### src/b64enc_pkg.sv
package b64enc_pkg;

   localparam int SYM_W     = 7;
   localparam int SLOTS     = 4;
   localparam int SLOT_W    = $clog2(SLOTS);
   localparam int Q_DEPTH   = 4;
   localparam int Q_AW      = $clog2(Q_DEPTH);

   localparam logic [SYM_W-1:0] PAD_CHAR = 7'h3D;

   typedef logic [SYM_W-1:0] sym_type;

   typedef enum logic [1:0] {
      PH_FIRST,
      PH_SECOND,
      PH_THIRD
   } phase_type;

   // one queue entry: the characters caused by one input byte
   typedef struct packed {
      sym_type [SLOTS-1:0] syms;
      logic [SLOT_W-1:0]   last_idx;
      logic                eot;
   } entry_type;

   typedef struct packed {
      logic full;
      logic empty;
   } q_status_type;

   function automatic sym_type encode(input logic [5:0] six);
      sym_type sym;
      case (six) inside
         [6'd0:6'd25]:  sym = SYM_W'(7'h41 + 7'(six));
         [6'd26:6'd51]: sym = SYM_W'(7'h61 + 7'(six) - 7'd26);
         [6'd52:6'd61]: sym = SYM_W'(7'h30 + 7'(six) - 7'd52);
         6'd62:         sym = 7'h2B;
         default:       sym = 7'h2F;
      endcase
      return sym;
   endfunction

endpackage

### src/b64enc_front.sv
module b64enc_front (
   input  logic                    clock,
   input  logic                    reset,
   input  logic                    req_valid,
   input  logic [7:0]              req_data_byte,
   input  logic                    req_final_byte,
   input  b64enc_pkg::q_status_type q_status,
   output logic                    req_ready,
   output logic                    push,
   output b64enc_pkg::entry_type   push_entry
);
   import b64enc_pkg::*;

   phase_type  phase_ff, phase_in;
   logic [3:0] carry_ff, carry_in;

   assign req_ready = !q_status.full;
   assign push      = req_valid && req_ready;

   always_ff @(posedge clock) begin
      if (reset) begin
         phase_ff <= PH_FIRST;
         carry_ff <= '0;
      end else begin
         phase_ff <= phase_in;
         carry_ff <= carry_in;
      end
   end

   always_comb begin
      phase_in            = phase_ff;
      carry_in            = carry_ff;
      push_entry.syms     = {SLOTS{PAD_CHAR}};
      push_entry.last_idx = '0;
      push_entry.eot      = req_final_byte;
      case (phase_ff)
         PH_SECOND: begin
            push_entry.syms[0] = encode({carry_ff[1:0], req_data_byte[7:4]});
            if (req_final_byte) begin
               push_entry.syms[1]  = encode({req_data_byte[3:0], 2'b00});
               push_entry.last_idx = SLOT_W'(2);
            end
            if (push) begin
               phase_in = req_final_byte ? PH_FIRST : PH_THIRD;
               carry_in = req_final_byte ? 4'd0 : req_data_byte[3:0];
            end
         end
         PH_THIRD: begin
            push_entry.syms[0]  = encode({carry_ff, req_data_byte[7:6]});
            push_entry.syms[1]  = encode(req_data_byte[5:0]);
            push_entry.last_idx = SLOT_W'(1);
            if (push) begin
               phase_in = PH_FIRST;
               carry_in = '0;
            end
         end
         default: begin
            push_entry.syms[0] = encode(req_data_byte[7:2]);
            if (req_final_byte) begin
               push_entry.syms[1]  = encode({req_data_byte[1:0], 4'b0000});
               push_entry.last_idx = SLOT_W'(3);
            end
            if (push) begin
               phase_in = req_final_byte ? PH_FIRST : PH_SECOND;
               carry_in = req_final_byte ? 4'd0 : {2'b00, req_data_byte[1:0]};
            end
         end
      endcase
   end

endmodule

### src/b64enc_queue.sv
module b64enc_queue (
   input  logic                     clock,
   input  logic                     reset,
   input  logic                     push,
   input  b64enc_pkg::entry_type    push_entry,
   input  logic                     pop,
   output b64enc_pkg::entry_type    head,
   output b64enc_pkg::q_status_type q_status
);
   import b64enc_pkg::*;

   entry_type       mem [Q_DEPTH];
   logic [Q_AW:0]   wr_ptr_ff, rd_ptr_ff;
   logic [Q_AW:0]   fill;

   assign fill           = wr_ptr_ff - rd_ptr_ff;
   assign q_status.full  = (fill == (Q_AW+1)'(Q_DEPTH));
   assign q_status.empty = (fill == '0);
   assign head           = mem[rd_ptr_ff[Q_AW-1:0]];

   always_ff @(posedge clock) begin
      if (push) begin
         mem[wr_ptr_ff[Q_AW-1:0]] <= push_entry;
      end
   end

   always_ff @(posedge clock) begin
      if (reset) begin
         wr_ptr_ff <= '0;
         rd_ptr_ff <= '0;
      end else begin
         if (push) begin
            wr_ptr_ff <= wr_ptr_ff + 1'b1;
         end
         if (pop) begin
            rd_ptr_ff <= rd_ptr_ff + 1'b1;
         end
      end
   end

`ifndef ASSERT_OFF
   a_no_overflow: assert property (@(posedge clock) disable iff (reset)
      push |-> !q_status.full) else $error("queue push while full");
   a_no_underflow: assert property (@(posedge clock) disable iff (reset)
      pop |-> !q_status.empty) else $error("queue pop while empty");
   a_fill_bound: assert property (@(posedge clock) disable iff (reset)
      fill <= (Q_AW+1)'(Q_DEPTH)) else $error("queue fill out of range");
`endif

endmodule

### src/b64enc_back.sv
module b64enc_back (
   input  logic                     clock,
   input  logic                     reset,
   input  b64enc_pkg::entry_type    head,
   input  b64enc_pkg::q_status_type q_status,
   input  logic                     rsp_ready,
   output logic                     pop,
   output logic                     rsp_valid,
   output logic [6:0]               rsp_symbol,
   output logic                     rsp_end_of_text
);
   import b64enc_pkg::*;

   logic [SLOT_W-1:0] idx_ff, idx_in;
   logic              valid_ff, valid_in;
   sym_type           sym_ff, sym_in;
   logic              eot_ff, eot_in;
   logic              load;
   logic              at_last;

   assign load      = !q_status.empty && (!valid_ff || rsp_ready);
   assign at_last   = (idx_ff == head.last_idx);
   assign pop       = load && at_last;

   assign rsp_valid       = valid_ff;
   assign rsp_symbol      = sym_ff;
   assign rsp_end_of_text = eot_ff;

   always_comb begin
      idx_in   = idx_ff;
      valid_in = valid_ff && !rsp_ready;
      sym_in   = sym_ff;
      eot_in   = eot_ff;
      if (load) begin
         valid_in = 1'b1;
         sym_in   = head.syms[idx_ff];
         eot_in   = at_last && head.eot;
         idx_in   = at_last ? '0 : idx_ff + 1'b1;
      end
   end

   always_ff @(posedge clock) begin
      if (reset) begin
         idx_ff   <= '0;
         valid_ff <= 1'b0;
      end else begin
         idx_ff   <= idx_in;
         valid_ff <= valid_in;
      end
   end

   always_ff @(posedge clock) begin
      sym_ff <= sym_in;
      eot_ff <= eot_in;
   end

endmodule

### src/base64_stream_encoder.sv
// Base64 encoder (standard alphabet, '=' padding). One byte is taken per req beat; a front
// stage turns it into its one to four characters and queues them (four entries), and the
// back stage sends one character per rsp beat from a registered output. The output side
// sets the pace: a byte holds the back stage until all of its characters are sent: two for
// the third byte of a group, one for other non-final bytes, up to four on the flush of a
// final byte, so a long stream yields four characters per three bytes. The input keeps
// flowing while the queue has room. The last character of a message carries
// rsp_end_of_text.
module base64_stream_encoder (
   input  logic       clock,
   input  logic       reset,
   input  logic       req_valid,
   output logic       req_ready,
   input  logic [7:0] req_data_byte,
   input  logic       req_final_byte,
   output logic       rsp_valid,
   input  logic       rsp_ready,
   output logic [6:0] rsp_symbol,
   output logic       rsp_end_of_text
);
   import b64enc_pkg::*;

   entry_type    push_entry;
   entry_type    head;
   q_status_type q_status;
   logic         push;
   logic         pop;

   b64enc_front u_front (
      .clock          (clock),
      .reset          (reset),
      .req_valid      (req_valid),
      .req_data_byte  (req_data_byte),
      .req_final_byte (req_final_byte),
      .q_status       (q_status),
      .req_ready      (req_ready),
      .push           (push),
      .push_entry     (push_entry)
   );

   b64enc_queue u_queue (
      .clock      (clock),
      .reset      (reset),
      .push       (push),
      .push_entry (push_entry),
      .pop        (pop),
      .head       (head),
      .q_status   (q_status)
   );

   b64enc_back u_back (
      .clock           (clock),
      .reset           (reset),
      .head            (head),
      .q_status        (q_status),
      .rsp_ready       (rsp_ready),
      .pop             (pop),
      .rsp_valid       (rsp_valid),
      .rsp_symbol      (rsp_symbol),
      .rsp_end_of_text (rsp_end_of_text)
   );

endmodule

### config.mk
export PLATFORM = sky130hd
export DESIGN_NAME = base64_stream_encoder
export DESIGN_NICKNAME = d
export VERILOG_FILES = /design/src/b64enc_pkg.sv /design/src/b64enc_front.sv /design/src/b64enc_queue.sv /design/src/b64enc_back.sv /design/src/base64_stream_encoder.sv
export SDC_FILE = /design/constraint.sdc
export NUM_CORES = 1
export LEC_CHECK = 0
export BUFFER_PORTS_ARGS = -buffer_cell sky130_fd_sc_hd__buf_2
export CAP_MARGIN = 20
export CORE_MARGIN = 5
export CORE_UTILIZATION = 57
export DETAILED_ROUTE_END_ITERATION = 8
export PLACE_DENSITY_LB_ADDON = 0.05
export SYNTH_ARGS = -nofsm -noshare
export SYNTH_HDL_FRONTEND = slang
export SYNTH_SLANG_ARGS = --single-unit
### constraint.sdc
create_clock -name clock -period 2.65 [get_ports clock]
set_input_delay 0.1325 -clock clock [delete_from_list [all_inputs] [get_ports clock]]
set_output_delay 0.1325 -clock clock [all_outputs]
set_load 0.03 [all_outputs]
---- Word-level counts from Yosys, hierarchy flattened ----
Memories as Yosys holds them, arrays and structs flattened. A register that Yosys moved wholly into a read port is not among the register bits.
Cells that the tools add are included.
word-level totals
  register bits ........................... 23
  latch bits .............................. 0
  memory bits (writable) .................. 68
  ROM bits ................................ 0
  output and inout bits ................... 10
  word-level logic and storage cells ...... 164
  memories ................................ 1
cells by class
  $add $sub $neg .......................... 34
  multipliers ............................. 0
  divide/modulo/power cells ............... 0
  $lt $le $gt $ge ......................... 37
  equality and inequality tests ........... 8
  shift-type cells ........................ 0
  multiplexer cells ....................... 47
  bitwise gates (word level) .............. 0
  reductions and logical operators ........ 29
memory list
  memory       words  width  rd ports  clocked after Yosys merged registers in  wr ports  line                source
  u_queue.mem  4      17     1         1                                        1         b64enc_queue.sv:12  entry_type mem [Q_DEPTH];
operator list
  operator               number
  $mux W7                21
  $add A7 B6 Y7 const A  12
  $le A6 B6 Y1 const B   12
  $add A6 B6 Y7 const A  6
  $sub A7 B5 Y7 const B  6
  $sub A7 B6 Y7 const B  6
  $ge A6 B1 Y1 const B   6
  $ge A6 B5 Y1 const B   6
  $ge A6 B6 Y1 const B   6
  $le A6 B5 Y1 const B   6
  $pmux W16 S2           1
  $eq A6 B6 Y1 const B   4
  $logic_and A1 B1 Y1    23
  $mux W2                10
  $mux W4                4
  $bmux W7 S2            1
  $mux W3                4
  $pmux W4 S2            1
  $add A3 B1 Y3 const B  2
  $logic_not A1 Y1       4
  $mux W1                4
  $pmux W2 S2            1
  $eq A3 B3 Y1 const B   1
  $logic_not A3 Y1       1
  7 further kinds        7

---- Longest topological paths before layout ----
Gate-level depths: netlist (run 1).
  depth after elaboration ................. 7
  mapped depth ............................ 10
  gate-level depth less buffers ........... 8

---- By module ----
A second synthesis (run 1) with hierarchy kept.
second synthesis, totals
  cells, all modules ...................... 666
  area, all modules ....................... 8348.0 µm²
modules (own cells, without submodules)
  module        times used  cells an instance  area each (µm²)
  b64enc_queue  1           203                4880.9
  b64enc_front  1           423                2854.0
  b64enc_back   1           40                 613.1

---- Least setup slack after synthesis (run 1) ----
No wires, ideal clock.
  kind .................................... input port to flip-flop
  from .................................... input req_data_byte[7]
  to ...................................... memory u_queue.mem[0][8] (netlist bit) (data pin)
  setup time .............................. 217 ps
  arrival time ............................ 2259 ps
  data required time ...................... 2433 ps
  slack ................................... 174 ps
  stages on the path ...................... 10
  cell sequence ........................... buf_2 > inv_1 > buf_2 > ha_1 > a21bo_1 > a32oi_2 > nor3_1 > a211o_1 > a21o_1 > a211oi_1
RTL lines
  item         line                         source
  from (decl)  base64_stream_encoder.sv:14  input logic [7:0] req_data_byte,
  to (decl)    b64enc_queue.sv:12

==> run metrics, run 1 <==
Buf/Inv on CP=1; Post-synth EDFFs=between 70 and 80; crit path cell chain=inv_2 -> ha_1 -> a21oi_1 -> a32oi_2 -> nor3_1 -> a221oi_1 -> a311oi_1 -> a31oi_1; boundary pin count=23; Synth Area in Adders=8.12%; row count=38; H-tree levels=3; residual DRC count=0; CTS buffer count=9; setup slack, reg-to-reg=between 0.1 and 0.15 ns; setup violators final=0; die area=13,000 um2; area of the core=10,700 um2; reg2reg end=u_queue.mem[3][6]$_DFFE_PP_; Seq. cell area=between 2000 and 3000 um2; Worst EP arrival=about 2.6 ns; GPL Wtd Cong=0.983; crit-path max FO=5; critical path required time=2.70 ns; Total Nets Final=692; Final Slew Violations=0; RSZ-0062 raised after global routing=yes; largest net degree at the start of global routing=19; Slowest-stage cell, CP=dfxtp_1; First-pass DRT Iterations=5; FF-to-FF Start=u_front.carry_ff[1]$_SDFFE_PP0P_; maxcap violations=0; Root Buffer=clkbuf_8; CTS tree=yes; Final Cycle Share=95.3%; ant diodes=0; ANT nets after route=0; most frequent cells in the layout=edfxtp_1 (76), nand2_1 (62), buf_4 (48); initial antenna violation count=0; post-synthesis cell type count=72; Reg2Reg Depth=8; Worst setup SP type=flop; main combinational cell family by area after synthesis=compound AO/OA/AOI/OAI gates; xor-xnor portion of the synthesized cell area=under 10%; post-detail-place hpwl=12,000 um; post-route clock skew=0.0162 ns; clock sink count=between 90 and 100; WL final=between 15,000 and 20,000 um; final core utilization=63.9%; Die Wd=roughly 110 um; max incr delay on CP=between 0.4 and 0.5 ns; WP depth=8; syn_nets=645; Congestion Overflow GR=0; Post-Synth Simple-Gate Area=between 15 and 20%; CP endpoint kind=flop; Vias/cell=6.23; run status=finished, final reports clean; GRT Overall Usage=25.4%; peak supply drop=0.000476 V; CP top delay family=compound AO/OA/AOI/OAI gates; maximum clock frequency=0.396 GHz; actual slew at the worst max-slew pin=~0.64 ns; Post-Syn Area=between 6000 and 7000 um2; Worst-path clk slew=0.09 ns; Max clock buf depth=2; first-pass GRT wire length=25,800 um; Max-slew headroom=approximately 57%; Fillers=861; Synth Warn #=0; endpoints failing hold=0; vias in the first global route=4,796; Syn-to-layout area delta=10.9%; hold path depth=3; hold buffers post-CTS=0; share of cells above drive strength 1=18.3%; cts repair resizes=0; HP Class=in -> reg; routed vias=roughly 4,900; Synth Instances=592; Initial Util=57.6%; commonest non-fill, non-tap cell in the layout=edfxtp_1; post-CTS setup repair buffer count=0; multiplexer area fraction after synthesis=about 8.5%; prevailing post-synth register cell=edfxtp_1; crit path from=u_front.carry_ff[1]$_SDFFE_PP0P_; ys async rst share=0%; Iter 0 DRT Violations=~380; Pleak=2.58 nW; Routed WL per cell=around 20 um; clk_lat worst skew=0.35 ns; P per Cell Area=611 nW/um2; Fin Setup TNS=0 ns; flops & latches, synth=93; die extent in y=114 um; IO Port Bufs=22; crit path to=u_queue.mem[3][6]$_DFFE_PP_; Seq/Total Area, Yosys=42.5%; WS Path Type=reg -> reg; Synth Area in Compound Gates=between 10% and 20%; average size of a mapped cell=10.4 um2; minimum clock period=2.52 ns; multi-input logic area=3310 um2
[cells in the mapped netlist (all sizes together) (3+ instances only)]
library cell / n / area share (%)
a221oi: 3 / 0.71
and3: 5 / 0.51
o21a: 5 / 0.61
dfxtp: 17 / 5.5
mux4: 17 / 6.2
nor3b: 4 / 0.49
buf: 12 / 1.0
a21o: 4 / 0.49
o2111ai: 5 / 0.81
o21ai: 22 / 1.8
edfxtp: 76 / 37
a211oi: 7 / 0.93
nand2b: 9 / 0.91
o211ai: 4 / 0.49
nor3: 9 / 0.73
mux2i: 11 / 1.8
nand2: 62 / 3.8
a311oi: 3 / 0.43
and2: 10 / 1.0
clkbuf: 22 / 1.3
a32oi: 6 / 1.1
xnor2: 27 / 3.8
nand4: 4 / 0.41
ha: 40 / 8.1
inv: 24 / 1.5
xor2: 7 / 0.99
a211o: 11 / 1.6
a21oi: 29 / 2.4
or3: 5 / 0.51
mux2: 3 / 0.55
a31oi: 12 / 1.2
nor2b: 15 / 1.5
o211a: 3 / 0.49
nand3: 20 / 1.6
nand3b: 4 / 0.49
nor2: 41 / 2.5
[metrics by stage]
step                      hold slack, ns  total power (W)  cell area (um2)  instances  setup WS (ns)
after floorplan                    0.202          0.00296             6170        592          0.174
after global placement             0.458          0.00336             6670        768         0.0424
after detailed placement           0.473          0.00340             6670        768         0.0530
after CTS                         0.0898          0.00420             6830        784         0.0829
after global routing               0.111          0.00440             6840        784        -0.0177
final                              0.114          0.00418             6840        784          0.126
[layer usage]
metal / vias up / track usage [%] / routed length, um
met2: 197 / 40.1 / 7550
met4: 0 / 10.9 / 495
met3: 35 / 2.65 / 860
met5: - / 0 / 0
met1: 2354 / 35.9 / 6800
li1: 2296 / - / -
[registers in the layout (all words and copies together), names as in the netlist, named ones only]
signal	cells
u_queue.wr_ptr_ff	3
u_back.rsp_valid	1
u_back.rsp_end_of_text	1
u_queue.mem	68
u_front.phase_ff	2
u_back.rsp_symbol	7
u_front.carry_ff	4
u_queue.rd_ptr_ff	3
u_back.idx_ff	2
[layout make-up]
type	instances	area share (%)
clock buffers	11	1.92
well taps	140	2.56
repair buffers	70	6.88
flip-flops and latches	93	38.3
clock inverters	5	0.494
inverters	25	1.37
multi-input cells	440	48.4
[worst register-to-register path, stage by stage (launching register included)]
cell and delay [ns]:
dfxtp_1 0.46, inv_2 0.11, ha_1 0.26, a21oi_1 0.26, a32oi_2 0.10, nor3_1 0.43
a221oi_1 0.17, a311oi_1 0.24, a31oi_1 0.20
[logic make-up after synthesis]
| group | Yosys count |
|---|---|
| compound gates | 139 |
| xor+xnor | 34 |
| fa+ha+maj | 40 |
| buf+inv | 59 |
| flops | 93 |
| mux | 31 |
| simple gates | 196 |
[how the worst min path moves through the flow]
stage,startpoint,endpoint,slack (ns)
6_report,rsp_ready,u_back.rsp_valid$_SDFF_PP0_,0.11
5_1_grt,reset,u_queue.wr_ptr_ff[1]$_SDFFE_PP0P_,0.11
4_1_cts,rsp_ready,u_back.rsp_valid$_SDFF_PP0_,0.09
3_5_place_dp,rsp_ready,u_back.rsp_valid$_SDFF_PP0_,0.47
3_3_place_gp,rsp_ready,u_back.rsp_valid$_SDFF_PP0_,0.46
2_1_floorplan,reset,u_front.carry_ff[0]$_SDFFE_PP0P_,0.20
[power breakdown]
part | switching [W] | internal, W
Combinational | 0.000827 | 0.000536
Sequential | 0.000109 | 0.00189
Clock | 0.000466 | 0.000346
Power figures use the tool's default switching activity.
==> run 2: changes to the inputs <==
--- a/config.mk
+++ b/config.mk
@@ -5,7 +5,7 @@
 export SDC_FILE = /design/constraint.sdc
 export NUM_CORES = 1
 export LEC_CHECK = 0
-export BUFFER_PORTS_ARGS = -buffer_cell sky130_fd_sc_hd__buf_2
+export BUFFER_PORTS_ARGS = -buffer_cell sky130_fd_sc_hd__clkbuf_2
 export CAP_MARGIN = 20
 export CORE_MARGIN = 5
 export CORE_UTILIZATION = 57
==> run metrics, run 2 (same netlist as run 1, synthesis figures left out) <==
run status=finished, final reports clean; Vias/cell=6.25 (+0.32%); Die Wd=114 um (unchanged); clock sink count=93 (unchanged); WL final=16,000 um (+1.8%); power share of the clock group=20.6% (+1.2 points); share of cells above drive strength 1=19.0% (+0.72 points); first-pass GRT wire length=25,600 um (-0.70%); largest net degree at the start of global routing=18 (-1); actual slew at the worst max-slew pin=0.678 ns (+0.0413 ns); Congestion Overflow GR=0 (unchanged); post-route clock skew=0.0140 ns (-0.00224 ns); reg2reg end=u_queue.mem[0][5]$_DFFE_PP_; Pleak=2.61 nW (+1.2%); routed vias=4,910 (+0.57%); boundary pin count=23 (unchanged); endpoints failing hold=0 (unchanged); setup violators final=0 (unchanged); vias in the first global route=4,846 (+1.0%); Final Slew Violations=0 (unchanged); Max clock buf depth=2 (unchanged); setup slack, reg-to-reg=0.11 ns (-0.02 ns); most frequent cells in the layout=edfxtp_1 (76), nand2_1 (62), buf_4 (49); Initial Util=57.6% (unchanged); dpl cell area=6690 um2 (+0.41%); Syn-to-layout area delta=11.9%; switching power=0.00144 W (+2.5%); Worst setup SP type=flop; residual DRC count=0 (unchanged); area of the core=10,700 um2 (unchanged); post-detail-place hpwl=12,100 um (+0.99%); Routed WL per cell=20.3 um (+1.6%); die extent in y=114 um (unchanged); First-pass DRT Iterations=5 (unchanged); GRT Overall Usage=25.1% (-0.31 points); Worst-path clk slew=0.09 ns (about the same); Max-slew headroom=54.3% (-2.8 points); Reg2Reg Depth=7 (-1); CTS tree=yes; die area=13,000 um2 (unchanged); CTS buffer count=9 (unchanged); RSZ-0062 raised after global routing=no; Worst EP arrival=2.62 ns (+0.05 ns); crit-path max FO=7 (+2); commonest non-fill, non-tap cell in the layout=edfxtp_1; maximum clock frequency=0.393 GHz (-0.68%); Root Buffer=clkbuf_8; crit path to=u_queue.mem[0][5]$_DFFE_PP_; IO Port Bufs=22 (unchanged); combinational group share of total power=32.3% (-0.3 points); P per Cell Area=619 nW/um2 (+1.4%); hold buffers post-CTS=0 (unchanged); Iter 0 DRT Violations=428 (+13%); HP Class=in -> reg; initial antenna violation count=0 (unchanged); final core utilization=64.5% (+0.55 points); Int Pwr=0.00283 W (+2.1%); FF-to-FF Start=u_front.carry_ff[1]$_SDFFE_PP0P_; CP endpoint kind=flop; fin area=6900 um2 (+0.86%); H-tree levels=3 (unchanged); Final Cycle Share=95.9% (+0.65 points); number of flip-flops in the largest register=68 (unchanged); ant diodes=0 (unchanged); Fin Setup TNS=0 ns (unchanged); crit path from=u_front.carry_ff[1]$_SDFFE_PP0P_; Flop pwr share=47.1% (-0.8 points); WS Path Type=reg -> reg; row count=38 (unchanged); peak supply drop=0.000380 V (-20%); Sw Share=33.6% (+0.094 points); maxcap violations=0 (unchanged); minimum clock period=2.54 ns (+0.0172 ns); clk_lat worst skew=0.35 ns (about the same); GPL Wtd Cong=0.948 (-3.5%); critical path required time=2.73 ns (+0.03 ns); ANT nets after route=0 (unchanged); Total Nets Final=694 (+0.29%)
-- run 2: worst min-delay path by stage --
| stage | startpoint | end | slack [ns] | cells past startpoint |
|---|---|---|---|---|
| after floorplan | reset | u_front.carry_ff[0]$_SDFFE_PP0P_ | 0.20 | 1 |
| after global routing | reset | u_front.carry_ff[3]$_SDFFE_PP0P_ | 0.14 | 2 |
| after detailed placement | u_front.phase_ff[0]$_SDFFE_PP0P_ | u_front.phase_ff[0]$_SDFFE_PP0P_ | 0.47 | 2 |
| final | rsp_ready | u_back.rsp_valid$_SDFF_PP0_ | 0.11 | 3 |
| after global placement | u_front.phase_ff[0]$_SDFFE_PP0P_ | u_front.phase_ff[0]$_SDFFE_PP0P_ | 0.46 | 2 |
| after CTS | rsp_ready | u_back.rsp_valid$_SDFF_PP0_ | 0.10 | 3 |
-- run 2: metal layers --
layer | vias up | global-route usage (%) | wire, um | part of all wire, %
li1 | 2303 | - | - | -
met1 | 2360 | 33.4 | 6720 | 42
met4 | 0 | 8.23 | 392 | 2.5
met5 | - | 0 | 0 | 0
met2 | 207 | 42.3 | 7860 | 49
met3 | 40 | 3.87 | 1020 | 6.4
-- run 2: what timing repair did --
action / 4_1_cts / 5_1_grt
setup endpoints to repair: 0 / 16
setup buffers: 0 / 0
resized for setup: 0 / 4
-- run 2: area by class of cell --
cell class	count	area, um2
multi-input combinational	440	3320
sequential	93	2620
inverter	25	93.8
fill	839	3800
timing repair buffer	72	498
tap	140	175
clock buffer	11	153
clock inverter	5	32.5
-- run 2: power by group through the flow --
stage               logic, W  clock network [W]  registers (W)
CTS                  0.00137           0.000889        0.00202
global route         0.00150           0.000970        0.00204
detailed placement   0.00137                  0        0.00205
floorplan           0.000835                  0        0.00213
global placement     0.00133                  0        0.00203
finish               0.00138           0.000879        0.00201
-- run 2: worst max-delay path, stage by stage, from the launching register on --
cell and delay [ns]:
dfxtp_1 0.44, ha_1 0.34, nand2_1 0.15, nor3_1 0.30
or2_2 0.25, a41oi_1 0.19, a211o_1 0.31, o211a_1 0.28
-- run 2: metrics by stage --
stage,hold slack [ns],worst slack [ns],cells,total power (W)
global placement,0.459,0.111,770,0.00336
floorplan,0.202,0.174,592,0.00296
detailed placement,0.470,0.0427,770,0.00342
finish,0.112,0.109,786,0.00427
CTS,0.100,0.119,786,0.00428
global route,0.142,0.0128,786,0.00450
